**src/hw/rtl/mfsp_pkg.sv**
```systemverilog
// Shared types, codes and signature tables for the MIDI file stream parser.
package mfsp_pkg;

  typedef enum logic [12:0] {
    PH_HSIG  = 13'b0000000000001,
    PH_HLEN  = 13'b0000000000010,
    PH_HFMT  = 13'b0000000000100,
    PH_HTRK  = 13'b0000000001000,
    PH_HDIV  = 13'b0000000010000,
    PH_TSIG  = 13'b0000000100000,
    PH_TLEN  = 13'b0000001000000,
    PH_DELTA = 13'b0000010000000,
    PH_STAT  = 13'b0000100000000,
    PH_META  = 13'b0001000000000,
    PH_LEN   = 13'b0010000000000,
    PH_DATA  = 13'b0100000000000,
    PH_ERR   = 13'b1000000000000
  } phase_t;

  localparam logic [3:0] TK_HLEN   = 4'd0;
  localparam logic [3:0] TK_FMT    = 4'd1;
  localparam logic [3:0] TK_TRKS   = 4'd2;
  localparam logic [3:0] TK_DIV    = 4'd3;
  localparam logic [3:0] TK_TLEN   = 4'd4;
  localparam logic [3:0] TK_DELTA  = 4'd5;
  localparam logic [3:0] TK_STATUS = 4'd6;
  localparam logic [3:0] TK_META   = 4'd7;
  localparam logic [3:0] TK_DLEN   = 4'd8;
  localparam logic [3:0] TK_DATA   = 4'd9;
  localparam logic [3:0] TK_ERROR  = 4'd10;

  localparam logic [2:0] ERR_NONE      = 3'd0;
  localparam logic [2:0] ERR_HDR_SIG   = 3'd1;
  localparam logic [2:0] ERR_TRK_SIG   = 3'd2;
  localparam logic [2:0] ERR_STATUS    = 3'd3;
  localparam logic [2:0] ERR_EOT       = 3'd4;
  localparam logic [2:0] ERR_VLV       = 3'd5;
  localparam logic [2:0] ERR_TRUNCATED = 3'd6;

  localparam logic [7:0] META_EOT = 8'h2F;

  typedef struct packed {
    logic [3:0]  kind;
    logic [31:0] value;
    logic [7:0]  status;
    logic [7:0]  meta;
    logic        last;
    logic [2:0]  err;
  } token_t;

  // "MThd" for the header, "MTrk" for a track
  function automatic logic [7:0] sig_byte(input logic is_track, input logic [1:0] idx);
    logic [7:0] res;
    case (idx)
      2'd0: res = 8'h4D;
      2'd1: res = 8'h54;
      2'd2: res = is_track ? 8'h72 : 8'h68;
      default: res = is_track ? 8'h6B : 8'h64;
    endcase
    return res;
  endfunction

endpackage

```
**src/hw/rtl/mfsp_parse.sv**
```systemverilog
// Parser state and per-byte next-state and token logic.
module mfsp_parse (
  input  logic            clk,
  input  logic            rst,
  input  logic            step,
  input  logic [7:0]      data_byte,
  input  logic            end_of_file,
  output logic            emit,
  output mfsp_pkg::token_t tok
);
  import mfsp_pkg::*;

  phase_t      phase, ph_next;
  logic [2:0]  fbc, fbc_next;
  logic [31:0] acc, acc_next;
  logic [31:0] tbl, tbl_next;
  logic [27:0] dbl, dbl_next;
  logic [7:0]  stat, stat_next;
  logic [7:0]  meta, meta_next;

  logic [2:0]  err;
  logic        clean;
  logic        done_ev;
  logic        tok_emit;
  logic [3:0]  tok_kind;
  logic [31:0] tok_value;
  logic        tok_last;
  logic [31:0] fld_shift;
  logic [31:0] vlv_shift;
  logic [2:0]  fbc_inc;
  logic        fld_done;
  logic [27:0] dbl_dec;
  logic        in_event;

  assign fld_shift = {acc[23:0], data_byte};
  assign vlv_shift = {acc[24:0], data_byte[6:0]};
  assign fbc_inc   = fbc + 3'd1;
  assign dbl_dec   = (dbl != 28'd0) ? dbl - 28'd1 : 28'd0;
  assign in_event  = (phase == PH_DELTA) || (phase == PH_STAT) || (phase == PH_META) ||
                     (phase == PH_LEN) || (phase == PH_DATA);
  assign fld_done  = ((phase == PH_HLEN) || (phase == PH_TLEN)) ? (fbc == 3'd3)
                                                                : (fbc != 3'd0);

  always_comb begin
    ph_next   = phase;
    fbc_next  = fbc;
    acc_next  = acc;
    tbl_next  = tbl;
    dbl_next  = dbl;
    stat_next = stat;
    meta_next = meta;
    err       = ERR_NONE;
    clean     = 1'b0;
    done_ev   = 1'b0;
    tok_emit  = 1'b0;
    tok_kind  = TK_ERROR;
    tok_value = {24'd0, data_byte};
    tok_last  = 1'b0;

    if (in_event && tbl != 32'd0) tbl_next = tbl - 32'd1;

    unique case (phase)
      PH_HSIG, PH_TSIG: begin
        if (data_byte != sig_byte(phase == PH_TSIG, fbc[1:0])) begin
          err = (phase == PH_HSIG) ? ERR_HDR_SIG : ERR_TRK_SIG;
        end else if (fbc == 3'd3) begin
          fbc_next = 3'd0;
          acc_next = 32'd0;
          ph_next  = (phase == PH_HSIG) ? PH_HLEN : PH_TLEN;
        end else begin
          fbc_next = fbc_inc;
        end
      end
      PH_HLEN, PH_HFMT, PH_HTRK, PH_HDIV, PH_TLEN: begin
        acc_next = fld_shift;
        fbc_next = fbc_inc;
        if (fld_done) begin
          fbc_next  = 3'd0;
          acc_next  = 32'd0;
          tok_emit  = 1'b1;
          tok_value = fld_shift;
          unique case (phase)
            PH_HLEN: begin
              tok_kind = TK_HLEN;
              ph_next  = PH_HFMT;
            end
            PH_HFMT: begin
              tok_kind = TK_FMT;
              ph_next  = PH_HTRK;
            end
            PH_HTRK: begin
              tok_kind = TK_TRKS;
              ph_next  = PH_HDIV;
            end
            PH_HDIV: begin
              tok_kind = TK_DIV;
              ph_next  = PH_TSIG;
              clean    = 1'b1;
            end
            default: begin
              tok_kind  = TK_TLEN;
              tbl_next  = fld_shift;
              stat_next = 8'd0;
              meta_next = 8'd0;
              if (fld_shift == 32'd0) begin
                ph_next = PH_TSIG;
                clean   = 1'b1;
              end else begin
                ph_next = PH_DELTA;
              end
            end
          endcase
        end
      end
      PH_DELTA, PH_LEN: begin
        if (phase == PH_DELTA && fbc == 3'd0) begin
          stat_next = 8'd0;
          meta_next = 8'd0;
        end
        if (data_byte[7]) begin
          acc_next = vlv_shift;
          fbc_next = fbc_inc;
          if (fbc_inc >= 3'd4) err = ERR_VLV;
        end else begin
          acc_next  = 32'd0;
          fbc_next  = 3'd0;
          tok_emit  = 1'b1;
          tok_value = vlv_shift;
          if (phase == PH_DELTA) begin
            tok_kind = TK_DELTA;
            ph_next  = PH_STAT;
          end else if (vlv_shift == 32'd0) begin
            tok_kind = TK_DLEN;
            tok_last = 1'b1;
            done_ev  = 1'b1;
          end else begin
            tok_kind = TK_DLEN;
            dbl_next = vlv_shift[27:0];
            ph_next  = PH_DATA;
          end
        end
      end
      PH_STAT: begin
        if (!data_byte[7]) begin
          err = ERR_STATUS;
        end else begin
          stat_next = data_byte;
          tok_emit  = 1'b1;
          tok_kind  = TK_STATUS;
          if (data_byte == 8'hFF) begin
            ph_next = PH_META;
          end else if (data_byte[7:4] == 4'hF) begin
            ph_next = PH_LEN;
          end else begin
            dbl_next = (data_byte[7:5] == 3'b110) ? 28'd1 : 28'd2;
            ph_next  = PH_DATA;
          end
        end
      end
      PH_META: begin
        meta_next = data_byte;
        if (data_byte == META_EOT && tbl_next != 32'd1) begin
          err = ERR_EOT;
        end else begin
          tok_emit = 1'b1;
          tok_kind = TK_META;
          ph_next  = PH_LEN;
        end
      end
      PH_DATA: begin
        dbl_next = dbl_dec;
        tok_emit = 1'b1;
        tok_kind = TK_DATA;
        if (dbl_dec == 28'd0) begin
          tok_last = 1'b1;
          done_ev  = 1'b1;
        end
      end
      default: begin
      end
    endcase

    if (done_ev) begin
      if (tbl_next == 32'd0) begin
        ph_next = PH_TSIG;
        clean   = 1'b1;
      end else begin
        ph_next = PH_DELTA;
      end
    end

    tok.err = ERR_NONE;
    if (err != ERR_NONE) begin
      tok_emit  = 1'b1;
      tok_kind  = TK_ERROR;
      tok_value = {24'd0, data_byte};
      tok_last  = 1'b0;
      tok.err   = err;
      ph_next   = PH_ERR;
    end else if (end_of_file && ph_next != PH_ERR && !clean) begin
      tok_emit  = 1'b1;
      tok_kind  = TK_ERROR;
      tok_value = {24'd0, data_byte};
      tok_last  = 1'b0;
      tok.err   = ERR_TRUNCATED;
    end

    emit       = tok_emit;
    tok.kind   = tok_kind;
    tok.value  = tok_value;
    tok.status = stat_next;
    tok.meta   = meta_next;
    tok.last   = tok_last;
  end

  always_ff @(posedge clk) begin
    if (rst || (step && end_of_file)) begin
      phase <= PH_HSIG;
      fbc   <= 3'd0;
      acc   <= 32'd0;
      tbl   <= 32'd0;
      dbl   <= 28'd0;
      stat  <= 8'd0;
      meta  <= 8'd0;
    end else if (step) begin
      phase <= ph_next;
      fbc   <= fbc_next;
      acc   <= acc_next;
      tbl   <= tbl_next;
      dbl   <= dbl_next;
      stat  <= stat_next;
      meta  <= meta_next;
    end
  end

endmodule

```
**src/hw/rtl/midi_file_stream_parser_unit.sv**
```systemverilog
// Top level of the MIDI file stream parser: input register, parser, result register.
//
// Input channel: in_valid / in_stall carry one file byte per item (data_byte) and
// end_of_file, which marks the last byte of the file.
// Output channel: out_valid / out_stall carry one token per item: kind, value,
// current status and meta type, event-last flag and error code.
// Each input byte gives zero or one token. Matching signature bytes and the leading
// bytes of multi-byte fields give none; after an error bytes are swallowed up to
// end_of_file.
// Path: an accepted byte sits in the input register; the parser step then takes it
// and loads its token, if any, into the result register, which drives out_valid.
// Throughput: one byte per cycle while the output is not stalled; the parser state
// update is combinational logic per byte.
// Stall: while the result register holds an untaken token, the byte in the input
// register waits and in_stall rises once that register is also full; no token is
// lost or repeated.
// Reset: clears both registers and returns the parser to expecting "MThd". A byte
// with end_of_file set also returns the parser to that state after it is processed.
module midi_file_stream_parser_unit (
  input  logic        clk,
  input  logic        rst,
  input  logic        in_valid,
  output logic        in_stall,
  input  logic [7:0]  data_byte,
  input  logic        end_of_file,
  output logic        out_valid,
  input  logic        out_stall,
  output logic [3:0]  token_kind,
  output logic [31:0] token_value,
  output logic [7:0]  current_status,
  output logic [7:0]  current_meta_type,
  output logic        event_last,
  output logic [2:0]  error_code
);
  import mfsp_pkg::*;

  logic       s1_valid;
  logic [7:0] s1_byte;
  logic       s1_eof;
  logic       out_free;
  logic       advance;
  logic       in_take;
  logic       emit;
  token_t     tok;
  token_t     res;

  assign out_free = !out_valid || !out_stall;
  assign advance  = s1_valid && out_free;
  assign in_stall = s1_valid && !out_free;
  assign in_take  = in_valid && !in_stall;

  mfsp_parse u_parse (
    .clk         (clk),
    .rst         (rst),
    .step        (advance),
    .data_byte   (s1_byte),
    .end_of_file (s1_eof),
    .emit        (emit),
    .tok         (tok)
  );

  always_ff @(posedge clk) begin
    if (rst) begin
      s1_valid <= 1'b0;
    end else begin
      s1_valid <= in_take || (s1_valid && !advance);
    end
    if (in_take) begin
      s1_byte <= data_byte;
      s1_eof  <= end_of_file;
    end
  end

  always_ff @(posedge clk) begin
    if (rst) begin
      out_valid <= 1'b0;
    end else if (out_free) begin
      out_valid <= advance && emit;
    end
    if (advance && emit) res <= tok;
  end

  assign token_kind        = res.kind;
  assign token_value       = res.value;
  assign current_status    = res.status;
  assign current_meta_type = res.meta;
  assign event_last        = res.last;
  assign error_code        = res.err;

endmodule
```
**config.mk**
```make
export PLATFORM = sky130hd
export DESIGN_NAME = midi_file_stream_parser_unit
export DESIGN_NICKNAME = d
export VERILOG_FILES = /design/src/hw/rtl/mfsp_pkg.sv /design/src/hw/rtl/mfsp_parse.sv /design/src/hw/rtl/midi_file_stream_parser_unit.sv
export SDC_FILE = /design/constraint.sdc
export NUM_CORES = 1
export LEC_CHECK = 0
export BUFFER_PORTS_ARGS = -buffer_cell sky130_fd_sc_hd__buf_2
export CORE_AREA = 2 2 166 168
export DETAILED_ROUTE_END_ITERATION = 6
export DIE_AREA = 0 0 168 170
export GPL_TIMING_DRIVEN = 0
export SKIP_CTS_REPAIR_TIMING = 1
export SYNTH_ARGS = -nofsm -noshare
export SYNTH_HDL_FRONTEND = slang
export SYNTH_SLANG_ARGS = --single-unit
```
**constraint.sdc**
```tcl
create_clock -name clk -period 8.85 [get_ports clk]
set_clock_uncertainty 0.05 [all_clocks]
set_input_delay 2.655 -clock clk [delete_from_list [all_inputs] [get_ports clk]]
set_output_delay 2.655 -clock clk [all_outputs]
set_load 0.1 [all_outputs]
```
# Word-level counts from Yosys, hierarchy flattened
# Index checks and enable logic that the tools add are counted.
# classes
add_sub_neg	3
mul	0
n_div	0
n_lt_le_gt_ge	1
eq_ne	30
shifts	0
n_mux	93
bitwise_logic	0
reduce_logical	46
# ops
cell	n
2-to-1 mux 28 bit	7
2-to-1 mux 32 bit	6
2-to-1 mux 13 bit	11
2-to-1 mux 25 bit	4
zero test 32 bit	3
2-to-1 mux 8 bit	12
one-hot mux 28 bit (3 select lines)	1
one-hot mux 25 bit (3 select lines)	1
one-hot mux 8 bit (3 select lines)	3
one-hot mux 13 bit (5 select lines)	1
one-hot mux 32 bit (2 select lines)	1
one-hot mux 13 bit (4 select lines)	1
inequality test 32 x 1 -> 1 bit, second input constant	1
nonzero test 32 bit	1
subtractor 32 x 1 -> 32 bit, second input constant	1
2-to-1 mux 3 bit	10
zero test 28 bit	1
nonzero test 28 bit	1
subtractor 28 x 1 -> 28 bit, second input constant	1
2-to-1 mux 4 bit	6
one-hot mux 3 bit (4 select lines)	2
one-hot mux 4 bit (5 select lines)	1
2-to-1 mux 1 bit	16
inequality test 2 bit, second input constant	7
other kinds (44)	74
# totals
ff_bits	184
latch_bits	0
ram_bits	0
romBits	0
in_bits	13
word_cells	191
mem_count	0

# Logic depth before layout (Yosys ltp)
# depth
depth_word	19
mapped_depth	18

# By module
# Synthesis repeated with hierarchy kept, for this count alone.
# unflattened
cells_unflattened	1434
hier_area_um2	11690.0
# modules_own_cells
module	instances	cells_per_inst	area_each_um2
mfsp_parse	1	1357	9644.2
midi_file_stream_parser_unit	1	77	2045.7

# Worst setup path before layout
# OpenSTA, ideal clock, no wires.
# synth_timing
kind	register to register
start	register u_parse.phase[4]
end	register res (netlist bit current_meta_type[0]), enable pin
setup_time_ps	488
arrival_ps	6294
t_required_ps	8312
slack_ps	2018
stages_incl_launch_ff	14
n_path_buf	1
path_cell_list	dfxtp_1 buf_2 nor4_4 o2111ai_2 a2111oi_4 nand3_1 xnor2_1 or4_1 nor3_2 nand4_1 o221ai_1 nor4bb_2 or2_1 a21oi_1
# synth_via
elab_chain_len	19
elab_cells_between_ends	72
classes_between	eq/ne (15); mux (39); reduce/logical (18)
# synth_rtl
item	line	text
from (decl)	mfsp_parse.sv:13	phase_t phase, ph_next;
from (signal assigned)	mfsp_parse.sv:226	phase <= ph_next;
== test 13 x 8 -> 1 bit / == test 13 x 9 -> 1 bit (equally long branches)	mfsp_parse.sv:39, mfsp_parse.sv:62, mfsp_parse.sv:129	
logical OR 1 bit (3 in a row)	mfsp_parse.sv:39	assign in_event = (phase == PH_DELTA) || (phase == PH_STAT) || (phase == PH_META) ||
logical OR 1 bit	mfsp_parse.sv:40	(phase == PH_LEN) || (phase == PH_DATA);
logical AND 1 bit	mfsp_parse.sv:60	if (in_event && tbl != 32'd0) tbl_next = tbl - 32'd1;
2-to-1 mux 32 bit	mfsp_parse.sv:60	
2-to-1 mux 32 bit	mfsp_parse.sv:82	unique case (phase)
2-to-1 mux 32 bit	mfsp_parse.sv:77	if (fld_done) begin
2-to-1 mux 32 bit	mfsp_parse.sv:62	unique case (phase)
zero test 32 bit	mfsp_parse.sv:184	if (tbl_next == 32'd0) begin
2-to-1 mux 8 bit	mfsp_parse.sv:184	
2-to-1 mux 13 bit	mfsp_parse.sv:183	if (done_ev) begin
inequality test 13 bit	mfsp_parse.sv:200	end else if (end_of_file && ph_next != PH_ERR && !clean) begin
logical AND 1 bit (2 in a row)	mfsp_parse.sv:200	
2-to-1 mux 1 bit	mfsp_parse.sv:200	
2-to-1 mux 1 bit (*)	mfsp_parse.sv:193	if (err != ERR_NONE) begin
logical AND 1 bit (*)	midi_file_stream_parser_unit.sv:80	if (advance && emit) res <= tok;
to (signal assigned)	midi_file_stream_parser_unit.sv:80	
to (decl)	midi_file_stream_parser_unit.sv:45	token_t res;
# Every way passes the cells marked *; elsewhere a longest branch is shown, timed or not. The select of a mux whose other input is x is not followed.
# A chain may end at the register's enable or synchronous reset.

# Worst setup path after layout
# layout_timing
start	register u_parse.dbl[0]
end	register res (netlist bit token_value[21]), enable pin
# layout_via
elab_chain_len	12
elab_cells_between_ends	15
classes_between	add/sub (1); eq/ne (1); mux (7); reduce/logical (6)
# layout_rtl
item	line	text
from (decl)	mfsp_parse.sv:17	logic [27:0] dbl, dbl_next;
from (signal assigned)	mfsp_parse.sv:230	dbl <= dbl_next;
subtractor 28 x 1 -> 28 bit / nonzero test 28 bit (equally long branches)	mfsp_parse.sv:38	assign dbl_dec = (dbl != 28'd0) ? dbl - 28'd1 : 28'd0;
2-to-1 mux 28 bit (*)	mfsp_parse.sv:38	
zero test 28 bit (*)	mfsp_parse.sv:174	if (dbl_dec == 28'd0) begin
2-to-1 mux 1 bit (*)	mfsp_parse.sv:174	
one-hot mux 1 bit (2 select lines) (*)	mfsp_parse.sv:62	
2-to-1 mux 13 bit	mfsp_parse.sv:183	
inequality test 13 bit	mfsp_parse.sv:200	
logical AND 1 bit	mfsp_parse.sv:200	
logical AND 1 bit (*)	mfsp_parse.sv:200	
2-to-1 mux 1 bit (*)	mfsp_parse.sv:200	
2-to-1 mux 1 bit (*)	mfsp_parse.sv:193	
logical AND 1 bit (*)	midi_file_stream_parser_unit.sv:80	
# Every way passes the cells marked *; elsewhere a longest branch is shown, timed or not.

==> results.toml <==
[logic_synthesis]
netlist_area_um2 = 11300
ys_types = 91
yosysWarnings = 0
yosys-top-cells-count = "nor2_1 (175), nand2_1 (157), dfxtp_1 (119), a21oi_1 (98), clkbuf_1 (92)"
yosysMostFrequentCell = "nor2_1"
synth_nets = 1410
synth_enable_flop_cells = 65
synth_ff_type = "dfxtp_1"
synth_top_area_share_pct = 21.08
synth_cells = 1388
ys_ff_latch = 184
yosysTopAreaCell = "dfxtp_1"
synth_area_per_cell_um2 = 8.144
synthArstFlopShare_pct = 0
synth.area.top_cells = "dfxtp_1 (21%), edfxtp_1 (17%), nor2_1 (5.8%)"
synth_seq_area_share_pct = 38.34

[clock_network]
tritoncts = "done"
clock_latency_ps = 460
ctsHtreeMaxLevel = 4
max-clock-path-buffers = 2
cts_buffers = 17
cts_num_sinks = 184
clock-root-buffer = "clkbuf_16"
clk_pin_slew_ps = 90

[sta]
finalSetupTns_ps = 0
relSlewSlack_pct = 21.95
hold_slack_ps = 411.2
rsz0062_at_grt = "false"
tightest_slew_ps = 1171
finalHoldViolations = 0
setup_viol = 0
slew_violations = 0
fmaxAchievable_mhz = 160.9
period_minus_slack_ps = 6215
fin_ws_ps = 2635
min_period_over_period_pct = 70.22

[final_layout]
fin_util_pct = 47.88
fillers = 2617
antennaDiodeCount = 0
multiInputGateArea_um2 = 6395
final_layout_size_suffix_gt1_share_pct = 11.33
fin_area_um2 = 12760
area_delta_synth_final_pct = 12.88
seq_area_um2 = 4334
num-nets-final = 1500

[setup_path]
crit_type = "reg2reg"
cp-end-kind = "flop"
start_kind = "flop"
crit_arrival_ps = 6320
worstPathRequired_ps = 8950
cp_max_fo = 31
r2r_slack_ps = 2640

[power_and_ir_drop]
swShare_pct = 31.38
power_density_nw_per_um2 = 150.4
combPwrFrac_pct = 9.9
p_seq_share_pct = 46.5
power_frac_clock_pct = 43.6
vdd_ir_drop_max_mv = 0.1193
power_leakage_nw = 4.490
p_int_w = 0.001317
switchingPower_w = 0.0006021

[placement]
place_congestion = 0.9766
port_buffers = 70
placed_area_um2 = 12120
dpl_worst_slack_ps = 2757
dpl.hpwl_um = 30680

[routing]
remaining_drc_errors = 0
vias_per_cell = 6.338
wl_per_cell_um = 23.50
vias = 11610
ant_nets = 0
drt_pre_antenna_iters = 6
drtIter0Drc = 1501
wirelength_um = 43060

[floorplan]
ios = 71
rows = 60
chipWidth_um = 168
die_area_um2 = 28560
start_util_pct = 42.41
die_h_um = 170
core_um2 = 26650

[min_path]
hold_path_class = "reg2reg"

[grt]
gr-total-overflow = 0
grt_first_pass_wirelength_um = 64870
track_usage_pct = 29.81
grt_max_degree = 32
antenna_found_initial = 3
grt_pass1_vias = 10690

[job]
cap_violations = 0

[run_status]
status = "completed"
-- cells by family after synthesis --
kind of cell | after synthesis | share of synthesized area (%)
muxes | 2 | 0.1771
buffers and inverters | 144 | 5.236
xor gates and xnor gates | 41 | 3.177
AOI/OAI and AO/OA | 376 | 22.68
adders and majority gates | 9 | 0.9963
and+or+nand+nor | 632 | 29.39
DFF | 184 | 38.34
-- metrics by stage --
| step | std cells | power (W) |
|---|---|---|
| global route | 1832 | 0.001963 |
| floorplan | 1388 | 0.001039 |
| finish | 1832 | 0.001919 |
| CTS | 1832 | 0.001922 |
| detailed placement | 1800 | 0.001096 |
| global placement | 1799 | 0.001096 |
-- worst paths after layout --
check,endpoint,start,depth (start not counted)
worst max-delay path,token_value[21],u_parse.dbl[0],16
worst min register to register,u_parse.stat[6],u_parse.stat[6],2
worst min-delay path,u_parse.stat[6],u_parse.stat[6],2
worst max register to register,token_value[21],u_parse.dbl[0],16
-- critical path: stages, from the launching register on --
cell and delay (ps):
dfxtp_1 320, clkbuf_1 240, inv_1 150, ha_1 190
nor4b_1 690, nand3_1 430, or4_1 530, nand4_1 130
nor4_1 90, a31oi_1 830, a2111oi_1 100, o211ai_1 230
a21boi_0 450, nand2_1 130, or2_1 330, a21oi_4 690
buf_12 290
-- state kept, by name (all words and copies together) (netlist names), 13 cells and up --
name           flops
u_parse.tbl       32
u_parse.acc       25
u_parse.phase     13
u_parse.dbl       28
token_value       32
-- power by group through the flow --
stage                     clock network (W)   logic, W  registers (W)
after floorplan                           0  0.0000709       0.000968
after global routing               0.000875   0.000195       0.000893
after detailed placement                  0   0.000185       0.000912
final                              0.000837   0.000189       0.000892
after CTS                          0.000845   0.000185       0.000892
after global placement                    0   0.000183       0.000914
-- cell type report --
| class | count | area share [%] |
|---|---|---|
| timing repair buffer | 71 | 2.903 |
| multi-input combinational | 1060 | 50.12 |
| tap | 341 | 3.344 |
| clock buffer | 17 | 3.334 |
| inverter | 26 | 0.7649 |
| clock inverter | 15 | 1.696 |
| buffer | 118 | 3.873 |
| sequential | 184 | 33.97 |
-- per-layer routing --
layer | track usage, % | part of all wire (%) | vias to the layer above
li1 | - | - | 5326
met1 | 39.71 | 43 | 5494
met2 | 47.27 | 44 | 662
met3 | 6.372 | 9.9 | 123
met4 | 11.98 | 3.6 | 6
met5 | 0 | 0.11 | -
-- placed cells by master (no fill, tap or decap), types with 18 or more instances in the layout --
cell / count
edfxtp_1: 65
nand2_1: 157
nor4_1: 24
xor2_1: 27
nor2_1: 175
or3_1: 21
a21oi_1: 97
nand3_1: 46
o31ai_1: 18
buf_2: 83
clkbuf_1: 92
inv_1: 25
nand4_1: 37
o21ai_0: 54
a22oi_1: 57
dfxtp_1: 119
nor3_1: 51
a211oi_1: 33
(Power assumes the default switching activity.)
